[src/sv/rle8bd_pkg.sv]
package rle8bd_pkg;

    localparam int FIFO_DEPTH = 4;
    localparam int FIFO_AW    = $clog2(FIFO_DEPTH);
    localparam int FIFO_CW    = $clog2(FIFO_DEPTH + 1);

    localparam int APB_AW = 3;
    localparam int APB_DW = 32;

    localparam logic REG_IMAGE_BYTES = 1'b0;
    localparam logic REG_LINE_BYTES  = 1'b1;

    localparam logic [7:0] ESC_EOL   = 8'd0;
    localparam logic [7:0] ESC_END   = 8'd1;
    localparam logic [7:0] ESC_DELTA = 8'd2;

    typedef enum logic [1:0] {
        PH_COUNT,
        PH_VALUE,
        PH_LITERAL,
        PH_PAD
    } t_phase;

    typedef enum logic [1:0] {
        KIND_NONE,
        KIND_RUN,
        KIND_FILL
    } t_kind;

    typedef struct packed {
        logic       start;
        t_kind      kind;
        logic [7:0] value;
        logic [7:0] count;
        logic       done;
    } t_cmd;

    typedef struct packed {
        logic full;
        logic empty;
    } t_fifo_status;

endpackage

[src/sv/rle8bd_front.sv]
module rle8bd_front (
    input  logic                 i_clk,
    input  logic                 i_rst_n,
    input  logic                 i_valid,
    output logic                 o_ready,
    input  logic [7:0]           i_src_byte,
    input  logic                 i_src_last,
    input  logic                 i_image_start,
    input  logic                 i_image_zero,
    input  rle8bd_pkg::t_fifo_status i_status,
    output logic                 o_push,
    output rle8bd_pkg::t_cmd     o_cmd
);
    import rle8bd_pkg::*;

    t_phase     r_phase, n_phase, cur_phase;
    logic [7:0] r_held, n_held, cur_held;
    logic [7:0] r_lit, n_lit, cur_lit;
    logic       r_pad, n_pad, cur_pad;
    logic       r_fin, n_fin;
    logic       accept, active, skip;
    t_cmd       cmd;

    assign o_ready = !i_status.full;
    assign accept  = i_valid && !i_status.full;

    always_comb begin
        active    = i_image_start || !r_fin;
        skip      = i_image_start && i_image_zero;
        cur_phase = i_image_start ? PH_COUNT : r_phase;
        cur_held  = i_image_start ? 8'd0 : r_held;
        cur_lit   = i_image_start ? 8'd0 : r_lit;
        cur_pad   = i_image_start ? 1'b0 : r_pad;
        n_phase   = cur_phase;
        n_held    = cur_held;
        n_lit     = cur_lit;
        n_pad     = cur_pad;
        n_fin     = i_image_start ? skip : r_fin;
        cmd       = '0;
        cmd.kind  = KIND_NONE;
        cmd.start = i_image_start;
        cmd.value = i_src_byte;
        if (active && !skip) begin
            unique case (cur_phase)
                PH_COUNT: begin
                    n_held  = i_src_byte;
                    n_phase = PH_VALUE;
                end
                PH_VALUE: begin
                    n_phase = PH_COUNT;
                    if (cur_held != 8'd0) begin
                        cmd.kind  = KIND_RUN;
                        cmd.count = cur_held;
                    end else if (i_src_byte > ESC_DELTA) begin
                        n_lit   = i_src_byte;
                        n_pad   = i_src_byte[0];
                        n_phase = PH_LITERAL;
                    end else if (i_src_byte == ESC_EOL) begin
                        cmd.kind  = KIND_FILL;
                        cmd.value = 8'd0;
                    end else if (i_src_byte == ESC_END) begin
                        cmd.done = 1'b1;
                    end
                end
                PH_LITERAL: begin
                    cmd.kind  = KIND_RUN;
                    cmd.count = 8'd1;
                    n_lit     = cur_lit - 8'd1;
                    if (cur_lit == 8'd1) begin
                        n_phase = cur_pad ? PH_PAD : PH_COUNT;
                        n_pad   = 1'b0;
                    end
                end
                PH_PAD: begin
                    n_phase = PH_COUNT;
                end
            endcase
            if (i_src_last) begin
                cmd.done = 1'b1;
            end
            if (cmd.done) begin
                n_fin = 1'b1;
            end
        end
        o_cmd  = cmd;
        o_push = accept && (i_image_start || cmd.kind != KIND_NONE || cmd.done);
    end

    always_ff @(posedge i_clk) begin
        if (!i_rst_n) begin
            r_phase <= PH_COUNT;
            r_held  <= '0;
            r_lit   <= '0;
            r_pad   <= 1'b0;
            r_fin   <= 1'b1;
        end else if (accept) begin
            r_phase <= n_phase;
            r_held  <= n_held;
            r_lit   <= n_lit;
            r_pad   <= n_pad;
            r_fin   <= n_fin;
        end
    end

endmodule

[src/sv/rle8bd_fifo.sv]
module rle8bd_fifo (
    input  logic                          i_clk,
    input  logic                          i_rst_n,
    input  logic                          i_push,
    input  rle8bd_pkg::t_cmd              i_cmd,
    input  logic                          i_pop,
    output rle8bd_pkg::t_cmd              o_cmd,
    output rle8bd_pkg::t_fifo_status      o_status,
    output logic [rle8bd_pkg::FIFO_CW-1:0] o_count
);
    import rle8bd_pkg::*;

    t_cmd               r_mem [FIFO_DEPTH];
    logic [FIFO_AW-1:0] r_wr_ptr, r_rd_ptr;
    logic [FIFO_CW-1:0] r_count;
    logic               do_push, do_pop;

    assign o_status.full  = (r_count == FIFO_CW'(FIFO_DEPTH));
    assign o_status.empty = (r_count == '0);
    assign do_push = i_push && !o_status.full;
    assign do_pop  = i_pop && !o_status.empty;
    assign o_cmd   = r_mem[r_rd_ptr];
    assign o_count = r_count;

    always_ff @(posedge i_clk) begin
        if (do_push) begin
            r_mem[r_wr_ptr] <= i_cmd;
        end
    end

    always_ff @(posedge i_clk) begin
        if (!i_rst_n) begin
            r_wr_ptr <= '0;
            r_rd_ptr <= '0;
            r_count  <= '0;
        end else begin
            if (do_push) begin
                r_wr_ptr <= r_wr_ptr + FIFO_AW'(1);
            end
            if (do_pop) begin
                r_rd_ptr <= r_rd_ptr + FIFO_AW'(1);
            end
            if (do_push && !do_pop) begin
                r_count <= r_count + FIFO_CW'(1);
            end else if (do_pop && !do_push) begin
                r_count <= r_count - FIFO_CW'(1);
            end
        end
    end

endmodule

[src/sv/rle8bd_back.sv]
module rle8bd_back (
    input  logic                     i_clk,
    input  logic                     i_rst_n,
    input  rle8bd_pkg::t_cmd         i_cmd,
    input  rle8bd_pkg::t_fifo_status i_status,
    output logic                     o_pop,
    input  logic [23:0]              i_image_bytes,
    input  logic [15:0]              i_line_bytes,
    output logic                     o_valid,
    input  logic                     i_ready,
    output logic [7:0]               o_out_value,
    output logic [15:0]              o_run_length,
    output logic                     o_image_done
);
    import rle8bd_pkg::*;

    logic [23:0] r_output_left, n_output_left, base_left;
    logic [23:0] r_line_offset, n_line_offset, base_off;
    logic        r_fin, n_fin;
    logic        r_out_valid;
    logic [7:0]  r_out_value;
    logic [15:0] r_run_length;
    logic        r_image_done;
    logic        active, empty_start, fill_ok, emitted, done;
    logic [15:0] req, len;

    assign o_pop = !i_status.empty && (!r_out_valid || i_ready);

    always_comb begin
        base_left   = i_cmd.start ? i_image_bytes : r_output_left;
        base_off    = i_cmd.start ? 24'd0 : r_line_offset;
        active      = i_cmd.start || !r_fin;
        empty_start = i_cmd.start && (i_image_bytes == 24'd0);
        fill_ok     = {8'd0, i_line_bytes} > base_off;
        req         = (i_cmd.kind == KIND_FILL) ? (i_line_bytes - base_off[15:0])
                                                : {8'd0, i_cmd.count};
        len         = ({8'd0, req} > base_left) ? base_left[15:0] : req;
        emitted     = active && !empty_start
                      && (i_cmd.kind == KIND_RUN || (i_cmd.kind == KIND_FILL && fill_ok));
        n_output_left = emitted ? (base_left - {8'd0, len}) : base_left;
        if (i_cmd.kind == KIND_FILL) begin
            n_line_offset = 24'd0;
        end else if (emitted) begin
            n_line_offset = base_off + {8'd0, len};
        end else begin
            n_line_offset = base_off;
        end
        done  = active && (empty_start || i_cmd.done
                           || (emitted && n_output_left == 24'd0));
        n_fin = i_cmd.start ? 1'b0 : r_fin;
        if (done) begin
            n_fin = 1'b1;
        end
    end

    always_ff @(posedge i_clk) begin
        if (!i_rst_n) begin
            r_output_left <= '0;
            r_line_offset <= '0;
            r_fin         <= 1'b1;
            r_out_valid   <= 1'b0;
        end else begin
            if (o_pop && active) begin
                r_output_left <= n_output_left;
                r_line_offset <= n_line_offset;
                r_fin         <= n_fin;
            end
            if (o_pop && (emitted || done)) begin
                r_out_valid <= 1'b1;
            end else if (i_ready) begin
                r_out_valid <= 1'b0;
            end
        end
    end

    always_ff @(posedge i_clk) begin
        if (o_pop && (emitted || done)) begin
            r_out_value  <= emitted ? i_cmd.value : 8'd0;
            r_run_length <= emitted ? len : 16'd0;
            r_image_done <= done;
        end
    end

    assign o_valid      = r_out_valid;
    assign o_out_value  = r_out_value;
    assign o_run_length = r_run_length;
    assign o_image_done = r_image_done;

endmodule

[src/sv/rle8_bitmap_decoder.sv]
// RLE8 bitmap decoder. Takes one compressed byte per beat and sustains one byte
// per clock while the command queue is not full; each run, literal byte or line
// fill comes out as one result beat (value, run length, done flag), also one per
// clock while the sink is ready. A four-entry command queue between the byte
// parser and the run unit lets either side stall alone; a byte's command is
// written into the queue, and the run unit registers its result beat. Registers:
// image_bytes at 0x0 (taken at image start), line_bytes at 0x4 (used live by
// end-of-line fill). Write them only while the decoder is idle.
module rle8_bitmap_decoder (
    input  logic        i_clk,
    input  logic        i_rst_n,
    input  logic        i_valid,
    output logic        o_ready,
    input  logic [7:0]  i_src_byte,
    input  logic        i_src_last,
    input  logic        i_image_start,
    output logic        o_valid,
    input  logic        i_ready,
    output logic [7:0]  o_out_value,
    output logic [15:0] o_run_length,
    output logic        o_image_done,
    input  logic        psel,
    input  logic        penable,
    input  logic        pwrite,
    input  logic [rle8bd_pkg::APB_AW-1:0] paddr,
    input  logic [rle8bd_pkg::APB_DW-1:0] pwdata,
    output logic [rle8bd_pkg::APB_DW-1:0] prdata,
    output logic        pready
);
    import rle8bd_pkg::*;

    logic [23:0]        r_image_bytes;
    logic [15:0]        r_line_bytes;
    logic               cfg_wr;
    logic               push, pop;
    t_cmd               push_cmd, head_cmd;
    t_fifo_status       status;
    logic [FIFO_CW-1:0] fifo_count;

    assign pready = 1'b1;
    assign cfg_wr = psel && penable && pwrite;

    always_ff @(posedge i_clk) begin
        if (!i_rst_n) begin
            r_image_bytes <= '0;
            r_line_bytes  <= '0;
        end else if (cfg_wr) begin
            unique case (paddr[2])
                REG_IMAGE_BYTES: r_image_bytes <= pwdata[23:0];
                REG_LINE_BYTES:  r_line_bytes  <= pwdata[15:0];
            endcase
        end
    end

    always_comb begin
        unique case (paddr[2])
            REG_IMAGE_BYTES: prdata = {8'd0, r_image_bytes};
            REG_LINE_BYTES:  prdata = {16'd0, r_line_bytes};
        endcase
    end

    rle8bd_front u_front (
        .i_clk         (i_clk),
        .i_rst_n       (i_rst_n),
        .i_valid       (i_valid),
        .o_ready       (o_ready),
        .i_src_byte    (i_src_byte),
        .i_src_last    (i_src_last),
        .i_image_start (i_image_start),
        .i_image_zero  (r_image_bytes == 24'd0),
        .i_status      (status),
        .o_push        (push),
        .o_cmd         (push_cmd)
    );

    rle8bd_fifo u_fifo (
        .i_clk    (i_clk),
        .i_rst_n  (i_rst_n),
        .i_push   (push),
        .i_cmd    (push_cmd),
        .i_pop    (pop),
        .o_cmd    (head_cmd),
        .o_status (status),
        .o_count  (fifo_count)
    );

    rle8bd_back u_back (
        .i_clk         (i_clk),
        .i_rst_n       (i_rst_n),
        .i_cmd         (head_cmd),
        .i_status      (status),
        .o_pop         (pop),
        .i_image_bytes (r_image_bytes),
        .i_line_bytes  (r_line_bytes),
        .o_valid       (o_valid),
        .i_ready       (i_ready),
        .o_out_value   (o_out_value),
        .o_run_length  (o_run_length),
        .o_image_done  (o_image_done)
    );

    a_bare_done: assert property (@(posedge i_clk) disable iff (!i_rst_n)
        o_valid && o_run_length == 16'd0 |-> o_image_done)
        else $error("zero-length beat without done");

    a_long_run_zero: assert property (@(posedge i_clk) disable iff (!i_rst_n)
        o_valid && o_run_length > 16'd255 |-> o_out_value == 8'd0)
        else $error("run longer than a count byte that is not a line fill");

    a_fifo_bound: assert property (@(posedge i_clk) disable iff (!i_rst_n)
        fifo_count <= FIFO_CW'(FIFO_DEPTH))
        else $error("command queue count out of range");

    a_pop_nonempty: assert property (@(posedge i_clk) disable iff (!i_rst_n)
        pop |-> fifo_count != '0)
        else $error("run unit took a command from an empty queue");

endmodule
[config.mk]
export PLATFORM = sky130hd
export DESIGN_NAME = rle8_bitmap_decoder
export DESIGN_NICKNAME = d
export VERILOG_FILES = /design/src/sv/rle8bd_pkg.sv /design/src/sv/rle8bd_front.sv /design/src/sv/rle8bd_fifo.sv /design/src/sv/rle8bd_back.sv /design/src/sv/rle8_bitmap_decoder.sv
export SDC_FILE = /design/constraint.sdc
export NUM_CORES = 1
export LEC_CHECK = 0
export BUFFER_PORTS_ARGS = -buffer_cell sky130_fd_sc_hd__buf_2
export CORE_MARGIN = 2
export CORE_UTILIZATION = 45
export DETAILED_ROUTE_END_ITERATION = 6
export GPL_TIMING_DRIVEN = 1
export PLACE_DENSITY = 0.67
export SLEW_MARGIN = 20
export SYNTH_ARGS = -nofsm -noshare
export SYNTH_HDL_FRONTEND = slang
export SYNTH_SLANG_ARGS = --single-unit
export TNS_END_PERCENT = 5
[constraint.sdc]
create_clock -name i_clk -period 13.1 [get_ports i_clk]
set_input_delay 1.965 -clock i_clk [delete_from_list [all_inputs] [get_ports i_clk]]
set_output_delay 1.965 -clock i_clk [all_outputs]
set_load 0.02 [all_outputs]
==> flow_summary_export.csv, run 1 <==
group,metric,value,unit
yosys,ys_seq_elements,224,
clock_tree,cts_resized,0,
setup_path,cpPeakStageDelay,0.67,ns
power_and_ir_drop,p_leak,6.25,nW
setup_path,cp-end-kind,"register",
sta,tightest_slew,1.17,ns
floorplan,die_h,178,um
setup_path,reg2reg_to,"u_back.o_run_length[7]",
drt,first_iter_violations,791,
sta,slew_headroom,0.219,
yosys,async_flop_share,0,
sta,fmax,99.1,MHz
clock_tree,cts_buffers,26,
floorplan,rows,63,
finish,final_cell_mix,"nand2_1, dfxtp_1, edfxtp_1, buf_2, inv_1",
power_and_ir_drop,powerDensity,220,nW/um2
finish,drive_gt1_frac,0.129,
drt,viasPerCell,5.65,
drt,vias,10900,
drt,wirelength,35000,um
place,hpwl,25100,um
drt,routedWlPerCell,18.1,um
sta,fin_ws,3.00,ns
finish,final_common_cell,"nand2_1",
sta,hold_slack,0.457,ns
drt,first_pass_iters,5,
setup_path,r2r_slack,3.00,ns
place,dp_slack,3.30,ns
clock_tree,cts_tree,"built",
clock_tree,clk_latency,0.55,ns
setup_path,cp_top_family,"compound AO/OA/AOI/OAI gates",
setup_path,path_max_fanout,30,
finish,area_growth,11.4,%
sta,hold_viol,0,
sta,setup_viol,0,
clock_tree,cts.sinks,224,
yosys,avgSynthCellArea,9.24,um2
place,dp.cells,1886,
global_routing,grt_first_pass_wirelength,55300,um
floorplan,die_w,178,um
sta,finalCriticalPeriod,10.10,ns
clock_tree,hold_buffers,0,
place,place_congestion,0.944,
finish,n_antenna_cell,0,
yosys,synthesis.instances,1472,
yosys,ys_seq_area_frac,0.407,
setup_path,rr_worst_depth,34,
finish,layout.nets,1656,
global_routing,grt_pass1_vias,10300,
drt,antenna_left,0,
flow_run,cap_violations,0,
sta,rsz0062_at_grt,"false",
setup_path,cp_slowest_cell,"a31oi_4",
floorplan,start_util,0.457,
global_routing,grt_start_max_net_pins,81,
global_routing,antenna_found_initial,0,
yosys,synth_area,13600,um2
floorplan,die_area,31600,um2
drt,drc,0,
place,port_buffers,92,
setup_path,critPathKind,"register to register",
run_status,run_status,"finished, final reports clean",
global_routing,grtUsageTotal,0.221,
clock_tree,post_cts_buffers,0,
finish,fin_cells,1935,
setup_path,crit_buf_inv,4,
yosys,yosysUniqueCellTypes,73,
hold_path,hold_path_depth,2,
place,postPlaceCellArea,14300,um2
sta,finalClockSkew,0.0196,ns
power_and_ir_drop,peakVddDrop,0.000123,V
sta,period_share,0.771,
setup_path,path_depth,34,
floorplan,io_pins,112,
yosys,synth_edf_count,105,
finish,design_area,15100,um2
yosys,ys_warn_count,0,
yosys,synth_top_flop_cell,"dfxtp_1",
setup_path,crit_end,"u_back.o_run_length[7]",
sta,slew_viol_final,0,
setup_path,required,13.29,ns
clock_tree,path_clk_slew,0.06,ns
setup_path,crit_arrival,10.28,ns
hold_path,hp-class,"register to register",
clock_tree,cts-htree-levels,1,
clock_tree,clock-root-buffer,"clkbuf_16",
clock_tree,cts_buffer_depth,3,
setup_path,start_kind,"register",
global_routing,grt-ovfl-total,0,
floorplan,core-area,29700,um2
sta,finalSetupTns,0,ns
-- registers in the layout (all words and copies together), names as in the netlist, named ones only --
| name | flops |
|---|---|
| u_front.r_lit | 8 |
| u_back.r_output_left | 24 |
| u_fifo.r_mem | 80 |
| u_front.r_pad | 1 |
| r_line_bytes | 16 |
| u_back.r_line_offset | 24 |
| u_back.o_run_length | 16 |
| u_fifo.o_count | 3 |
| u_front.r_fin | 1 |
| u_back.o_image_done | 1 |
| u_fifo.r_rd_ptr | 2 |
| u_back.o_valid | 1 |
| u_front.r_phase | 2 |
| u_fifo.r_wr_ptr | 2 |
| u_back.o_out_value | 8 |
| u_front.r_held | 8 |
| u_back.r_fin | 1 |
| r_image_bytes | 24 |
-- worst reg2reg max path, delay by kind of cell (launching register included) --
kind	cells	cell delay, ns
fa+ha+maj	4	1.47
compound gates	15	4.15
flops	1	0.31
simple gates	8	1.58
buf+inv	4	1.14
mux	3	1.05
-- layout make-up --
type / count / area, um2
fillers: 2762 / 14600
multi-input cells: 1087 / 7400
flip-flops and latches: 224 / 5540
clock buffers: 34 / 711
repair buffers: 104 / 554
well taps: 390 / 488
inverters: 82 / 308
clock inverters: 14 / 150
-- report_power, final --
group	internal (mW)	switching, mW
clock	0.424	0.299
sequential	0.843	0.0428
combinational	0.625	1.10
-- how the worst min path moves through the flow --
| stage | startpoint | endpoint | slack, ns |
|---|---|---|---|
| finish | u_back.r_line_offset[12] | u_back.r_line_offset[12] | 0.46 |
| global route | u_back.r_line_offset[12] | u_back.r_line_offset[12] | 0.49 |
| CTS | u_back.r_line_offset[12] | u_back.r_line_offset[12] | 0.46 |
| detailed placement | u_back.r_line_offset[12] | u_back.r_line_offset[12] | 0.45 |
| global placement | u_back.r_line_offset[12] | u_back.r_line_offset[12] | 0.44 |
| floorplan | u_back.r_line_offset[12] | u_back.r_line_offset[12] | 0.42 |
-- cell usage after synthesis (6+ instances only) --
cell type  number  area share
inv_1          81       0.022
xor2_1         15      0.0097
nor3_1         31       0.011
and2_1         39       0.018
a22oi_1        22       0.012
buf_4          10      0.0055
mux4_2         16       0.027
o211ai_1       20       0.011
a31oi_1         8      0.0037
o21ai_0        76       0.028
edfxtp_1      105        0.23
o21a_1         12      0.0066
nand3_1        31       0.011
a21o_1         15      0.0083
ha_1           75       0.069
or3_1           6      0.0028
a32oi_1         7      0.0045
nand2_1       227       0.063
a21oi_1        70       0.026
nor2b_1        48       0.022
xnor2_1        21       0.014
o31ai_1        13      0.0072
a21boi_0       64       0.035
and3_1          7      0.0032
nor4_1         18      0.0083
nor2_1         70       0.019
mux2_2         21       0.017
mux2i_1        44       0.032
dfxtp_1       119        0.18
nand4_1        12      0.0055
buf_1           6      0.0017
clkbuf_1       63       0.017
-- routing by layer --
metal  GRT usage  routed length [um]
met5           0                   0
met4      0.0659                 995
met3      0.0383                2020
met2       0.348               15800
met1       0.309               16100
-- kinds of logic (layout without fill, tap and decap cells) --
| kind of cell | after synthesis | count (layout) | synth area share |
|---|---|---|---|
| AND/OR/NAND/NOR | 518 | 518 | 0.180 |
| adder cells (fa/ha/maj) | 79 | 79 | 0.0749 |
| flip-flops | 224 | 224 | 0.407 |
| XOR/XNOR | 36 | 36 | 0.0232 |
| other | 2 | 9 | 0.000552 |
| buffers and inverters | 168 | 234 | 0.0521 |
| AO/OA/AOI/OAI | 360 | 360 | 0.178 |
| multiplexers | 85 | 85 | 0.0840 |
-- through the flow --
| stage | utilization | power [mW] |
|---|---|---|
| 2_1_floorplan | - | 2.17 |
| 3_3_place_gp | 0.480 | 2.57 |
| 3_5_place_dp | 0.480 | 2.60 |
| 4_1_cts | 0.509 | 3.33 |
| 5_1_grt | 0.510 | 3.55 |
| 6_report | 0.510 | 3.33 |
(Power assumes the default switching activity.)
==> inputs of run 2 (changes only) <==
==> constraint.sdc (replaced) <==
create_clock -name i_clk -period 9.9 [get_ports i_clk]
set_input_delay 1.485 -clock i_clk [delete_from_list [all_inputs] [get_ports i_clk]]
set_output_delay 1.485 -clock i_clk [all_outputs]
set_load 0.02 [all_outputs]
==> flow_summary_export.csv, run 2 (synthesis gave the netlist of run 1 again) <==
group,metric,value,unit
clock_tree,cts.sinks,224,
sta,hold_slack,0.460,ns
clock_tree,clk_latency,0.54,ns
finish,layout.nets,1664,
global_routing,use_met1,0.310,
sta,period_share,0.925,
setup_path,path_common_cell,"a21oi_1",
setup_path,required,10.09,ns
sta,slew_viol_final,0,
setup_path,path_max_fanout,25,
setup_path,start_kind,"register",
setup_path,cpPeakStageDelay,0.47,ns
place,dp.cells,1890,
sta,setup_viol,0,
clock_tree,cts_tree,"built",
global_routing,busiest_layer,"met2",
global_routing,grt_pass1_vias,10300,
floorplan,rows,63,
place,hpwl,25400,um
drt,first_iter_violations,885,
drt,first_pass_iters,5,
floorplan,die_w,178,um
sta,fmax,109,MHz
global_routing,grt_start_max_net_pins,116,
global_routing,use_met3,0.0298,
setup_path,crit_arrival,9.34,ns
global_routing,antenna_found_initial,1,
global_routing,grt-ovfl-total,0,
clock_tree,clock-root-buffer,"clkbuf_16",
sta,finalClockSkew,0.0122,ns
clock_tree,path_clk_slew,0.06,ns
drt,vias,11100,
global_routing,grt_first_pass_wirelength,55500,um
run_status,run_status,"finished, final reports clean",
finish,area_growth,11.9,%
finish,final_common_cell,"nand2_1",
hold_path,hp-class,"register to register",
finish,final_cell_mix,"nand2_1, dfxtp_1, edfxtp_1, buf_2, inv_1",
global_routing,grtUsageTotal,0.221,
floorplan,die_area,31600,um2
drt,antenna_left,0,
drt,routedWlPerCell,18.2,um
flow_run,cap_violations,0,
drt,drc,0,
sta,hold_viol,0,
setup_path,cp_slowest_cell,"o21ai_0",
clock_tree,cts_buffers,26,
finish,fin_cells,1943,
drt,wirelength,35300,um
floorplan,die_h,178,um
sta,tightest_slew,1.07,ns
sta,finalCriticalPeriod,9.16,ns
finish,largest_reg_flops,80,
floorplan,start_util,0.457,
power_and_ir_drop,peakVddDrop,0.000160,V
sta,fin_ws,0.745,ns
place,dp_slack,0.754,ns
clock_tree,cts-htree-levels,1,
floorplan,core-area,29700,um2
place,port_buffers,92,
drt,viasPerCell,5.71,
global_routing,grt_util_met2,0.352,
power_and_ir_drop,p_leak,6.29,nW
finish,drive_gt1_frac,0.135,
power_and_ir_drop,powerDensity,296,nW/um2
finish,n_antenna_cell,0,
sta,finalSetupTns,0,ns
floorplan,io_pins,112,
setup_path,cp-end-kind,"register",
place,place_congestion,0.882,
sta,rsz0062_at_grt,"false",
clock_tree,cts_buffer_depth,3,
finish,largest-register,"u_fifo.r_mem",
sta,slew_headroom,0.287,
setup_path,critPathKind,"register to register",
-- run 2: cell types whose count changed in the layout (fill, tap and decap cells not counted), sizes merged --
cell | previous run | this run
buf | 104 | 112
clkbuf | 34 | 33
clkinv | 9 | 10
clkinvlp | 2 | 1
inv | 83 | 84
-- run 2: metrics by stage --
step,power (mW),util,cell area [um2]
final,4.50,0.512,15200
after global routing,4.79,0.512,15200
after CTS,4.42,0.510,15100
after detailed placement,3.47,0.481,14300
after global placement,3.44,0.481,14300
after floorplan,2.87,-,13600
-- run 2: worst paths after layout --
check                                         startpoint                       end  slack, ns  cells after the start
worst max-delay path                            register    u_back.o_run_length[7]       0.74                     34
worst min-delay path            u_back.r_output_left[11]  u_back.r_output_left[11]       0.46                      2
worst max register to register                  register    u_back.o_run_length[7]       0.74                     34
worst min register to register  u_back.r_output_left[11]  u_back.r_output_left[11]       0.46                      2
-- run 2: layout make-up --
type                       count  area (um2)
inverter                      82         308
clock buffer                  33         687
timing repair buffer         112         636
tap                          390         488
multi-input combinational   1087        7400
clock inverter                15         150
sequential                   224        5540
fill                        2690       14500
-- run 2: worst max-delay path: cells and delay by family (launching register included) --
kind / cells / cell delay, ns
AO/OA/AOI/OAI: 16 / 3.95
adder cells (fa/ha/maj): 4 / 1.33
buffers and inverters: 4 / 0.89
flip-flops: 1 / 0.46
multiplexers: 3 / 0.98
AND/OR/NAND/NOR: 7 / 1.18
-- run 2: what timing repair did --
action / CTS / global route
buffers inserted: 0 / 4
hold buffers: 0 / 0
resized for setup: 0 / 2
setup endpoints to repair: 0 / 25
-- run 2: per-layer routing --
metal / share of wire / wire length, um
met1: 0.46 / 16300
met2: 0.46 / 16100
met3: 0.053 / 1860
met4: 0.029 / 1010
met5: 0.00037 / 13
-- run 2: power breakdown --
part	switching, mW	leakage [nW]	total, mW	internal [mW]
Sequential	0.0677	1.94	1.18	1.12
Clock	0.392	0.408	0.940	0.548
Combinational	1.47	3.95	2.38	0.906
Total	1.93	6.29	4.50	2.57
==> inputs of run 3 (changes only) <==
--- a/config.mk
+++ b/config.mk
@@ -11,6 +11,8 @@
 export DETAILED_ROUTE_END_ITERATION = 6
 export GPL_TIMING_DRIVEN = 1
 export PLACE_DENSITY = 0.67
+export REMOVE_ABC_BUFFERS = 1
+export SETUP_SLACK_MARGIN = 0.02
 export SLEW_MARGIN = 20
 export SYNTH_ARGS = -nofsm -noshare
 export SYNTH_HDL_FRONTEND = slang
==> constraint.sdc (replaced) <==
create_clock -name i_clk -period 8.6 [get_ports i_clk]
set_input_delay 1.29 -clock i_clk [delete_from_list [all_inputs] [get_ports i_clk]]
set_output_delay 1.29 -clock i_clk [all_outputs]
set_load 0.02 [all_outputs]
==> flow_summary_export.csv, run 3 (synthesis gave the netlist of run 1 again) <==
group,metric,value,unit
drt,antenna_left,0,
sta,slew_headroom,0.301,
finish,multi_input_area,7430,um2
sta,fmax,123,MHz
hold_path,hp-class,"register to register",
sta,period_share,0.945,
setup_path,crit_arrival,8.36,ns
finish,drive_gt1_frac,0.141,
drt,first_iter_violations,918,
floorplan,start_util,0.457,
clock_tree,hold_buffers,0,
drt,routedWlPerCell,18.2,um
place,place_congestion,0.912,
drt,wl_met2,17300,um
finish,area_growth,12.4,%
power_and_ir_drop,powerDensity,339,nW/um2
clock_tree,clk_latency,0.56,ns
clock_tree,path_clk_slew,0.07,ns
setup_path,required,8.83,ns
finish,nFillCells,2780,
place,dp.cells,1907,
sta,rsz0062_at_grt,"false",
power_and_ir_drop,p_leak,6.33,nW
clock_tree,cts_buffer_depth,3,
setup_path,crit_buf_inv,5,
floorplan,io_pins,112,
setup_path,reg2reg_to,"u_back.o_out_value[5]",
finish,final_cell_mix,"nand2_1, dfxtp_1, edfxtp_1, buf_2, inv_1",
setup_path,cpPeakStageDelay,0.42,ns
hold_path,min_from,"u_back.r_line_offset[12]",
setup_path,cp-end-kind,"register",
clock_tree,cts-htree-levels,1,
setup_path,cp_slowest_cell,"dfxtp_1",
sta,finalSetupTns,0,ns
floorplan,die_h,178,um
sta,hold_slack,0.463,ns
place,port_buffers,92,
setup_path,rr_worst_depth,34,
drt,drc,0,
drt,vias,11000,
sta,finalCriticalPeriod,8.13,ns
setup_path,cp_top_family,"compound AO/OA/AOI/OAI gates",
sta,finalClockSkew,0.0268,ns
place,hpwl,25200,um
floorplan,die_w,178,um
global_routing,grt_pass1_vias,10400,
sta,setup_viol,0,
drt,maxUsedRoutingLayer,"met4",
drt,viasPerCell,5.65,
finish,largest_reg_flops,80,
finish,area.sequential,5540,um2
floorplan,rows,63,
clock_tree,clock-root-buffer,"clkbuf_16",
sta,fin_ws,0.471,ns
sta,tightest_slew,1.05,ns
finish,largest-register,"u_fifo.r_mem",
run_status,run_status,"finished, final reports clean",
sta,slew_viol_final,0,
global_routing,antenna_found_initial,1,
place,dp_slack,0.365,ns
floorplan,die_area,31600,um2
power_and_ir_drop,peakVddDrop,0.000181,V
drt,wl_met1,15800,um
global_routing,grt-ovfl-total,0,
drt,dr_wl_met3,1430,um
setup_path,r2r_slack,0.47,ns
setup_path,path_max_fanout,22,
clock_tree,cts.sinks,224,
power_and_ir_drop,p_total,5.18,mW
drt,first_pass_iters,7,
finish,layout.nets,1675,
drt,wirelength,35600,um
hold_path,hold_end,"u_back.r_line_offset[12]",
setup_path,start_kind,"register",
clock_tree,cts_buffers,25,
sta,hold_viol,0,
hold_path,hold_path_depth,2,
clock_tree,cts_tree,"built",
finish,final_common_cell,"nand2_1",
floorplan,core-area,29700,um2
global_routing,grt_start_max_net_pins,111,
finish,fin_cells,1954,
flow_run,cap_violations,0,
global_routing,grt_first_pass_wirelength,56000,um
global_routing,grtUsageTotal,0.223,
setup_path,critPathKind,"register to register",
run 3: changes by cell type in the layout (fill, tap and decap cells not counted), moves of 3 or more:
cell	change
clkinv_1	-3
buf_4	+12
inv_6	-3
clkbuf_1	+3
clkbuf_8	+4
run 3: repair_timing:
action,in CTS,in global routing
buffers inserted,0,0
setup endpoints to repair,0,25
resized for setup,0,7
hold endpoints to repair,0,0
run 3: routing by layer:
layer / GRT usage / up-vias
met3: 0.0240 / 59
met1: 0.297 / 5296
li1: - / 5434
met2: 0.382 / 255
met4: 0.0652 / 0
met5: 0 / -
run 3: power breakdown:
group,total [mW],internal (mW),switching (mW)
clock,1.06,0.605,0.456
sequential,1.36,1.28,0.0735
combinational,2.76,1.07,1.68
run 3: worst min-delay path: stages, from the launching register on:
cell     delay [ns]
dfxtp_1        0.33
nand2_1        0.05
o21ai_0        0.06
run 3: how the worst max path moves through the flow:
stage | from | end | slack (ns) | cells past startpoint
after global routing | register | u_back.o_run_length[15] | 0.04 | 34
after detailed placement | register | u_back.o_out_value[6] | 0.37 | 31
after CTS | register | u_back.o_out_value[5] | 0.32 | 32
after global placement | register | u_back.o_out_value[6] | 0.51 | 32
final | register | u_back.o_out_value[5] | 0.47 | 34
after floorplan | register | u_back.o_image_done | -1.05 | 30
run 3: layout make-up:
class	instances	share of cell area
Tap cell	390	0.0319
Sequential cell	224	0.362
Clock inverter	6	0.00352
Clock buffer	40	0.0493
Timing Repair Buffer	124	0.0469
Antenna cell	1	0.000164
Inverter	82	0.0201
Multi-Input combinational cell	1087	0.486
run 3: through the flow:
step                cell area, um2   util
CTS                          15300  0.513
global placement             14500  0.486
floorplan                    13200      -
global route                 15300  0.514
detailed placement           14500  0.486
finish                       15300  0.514
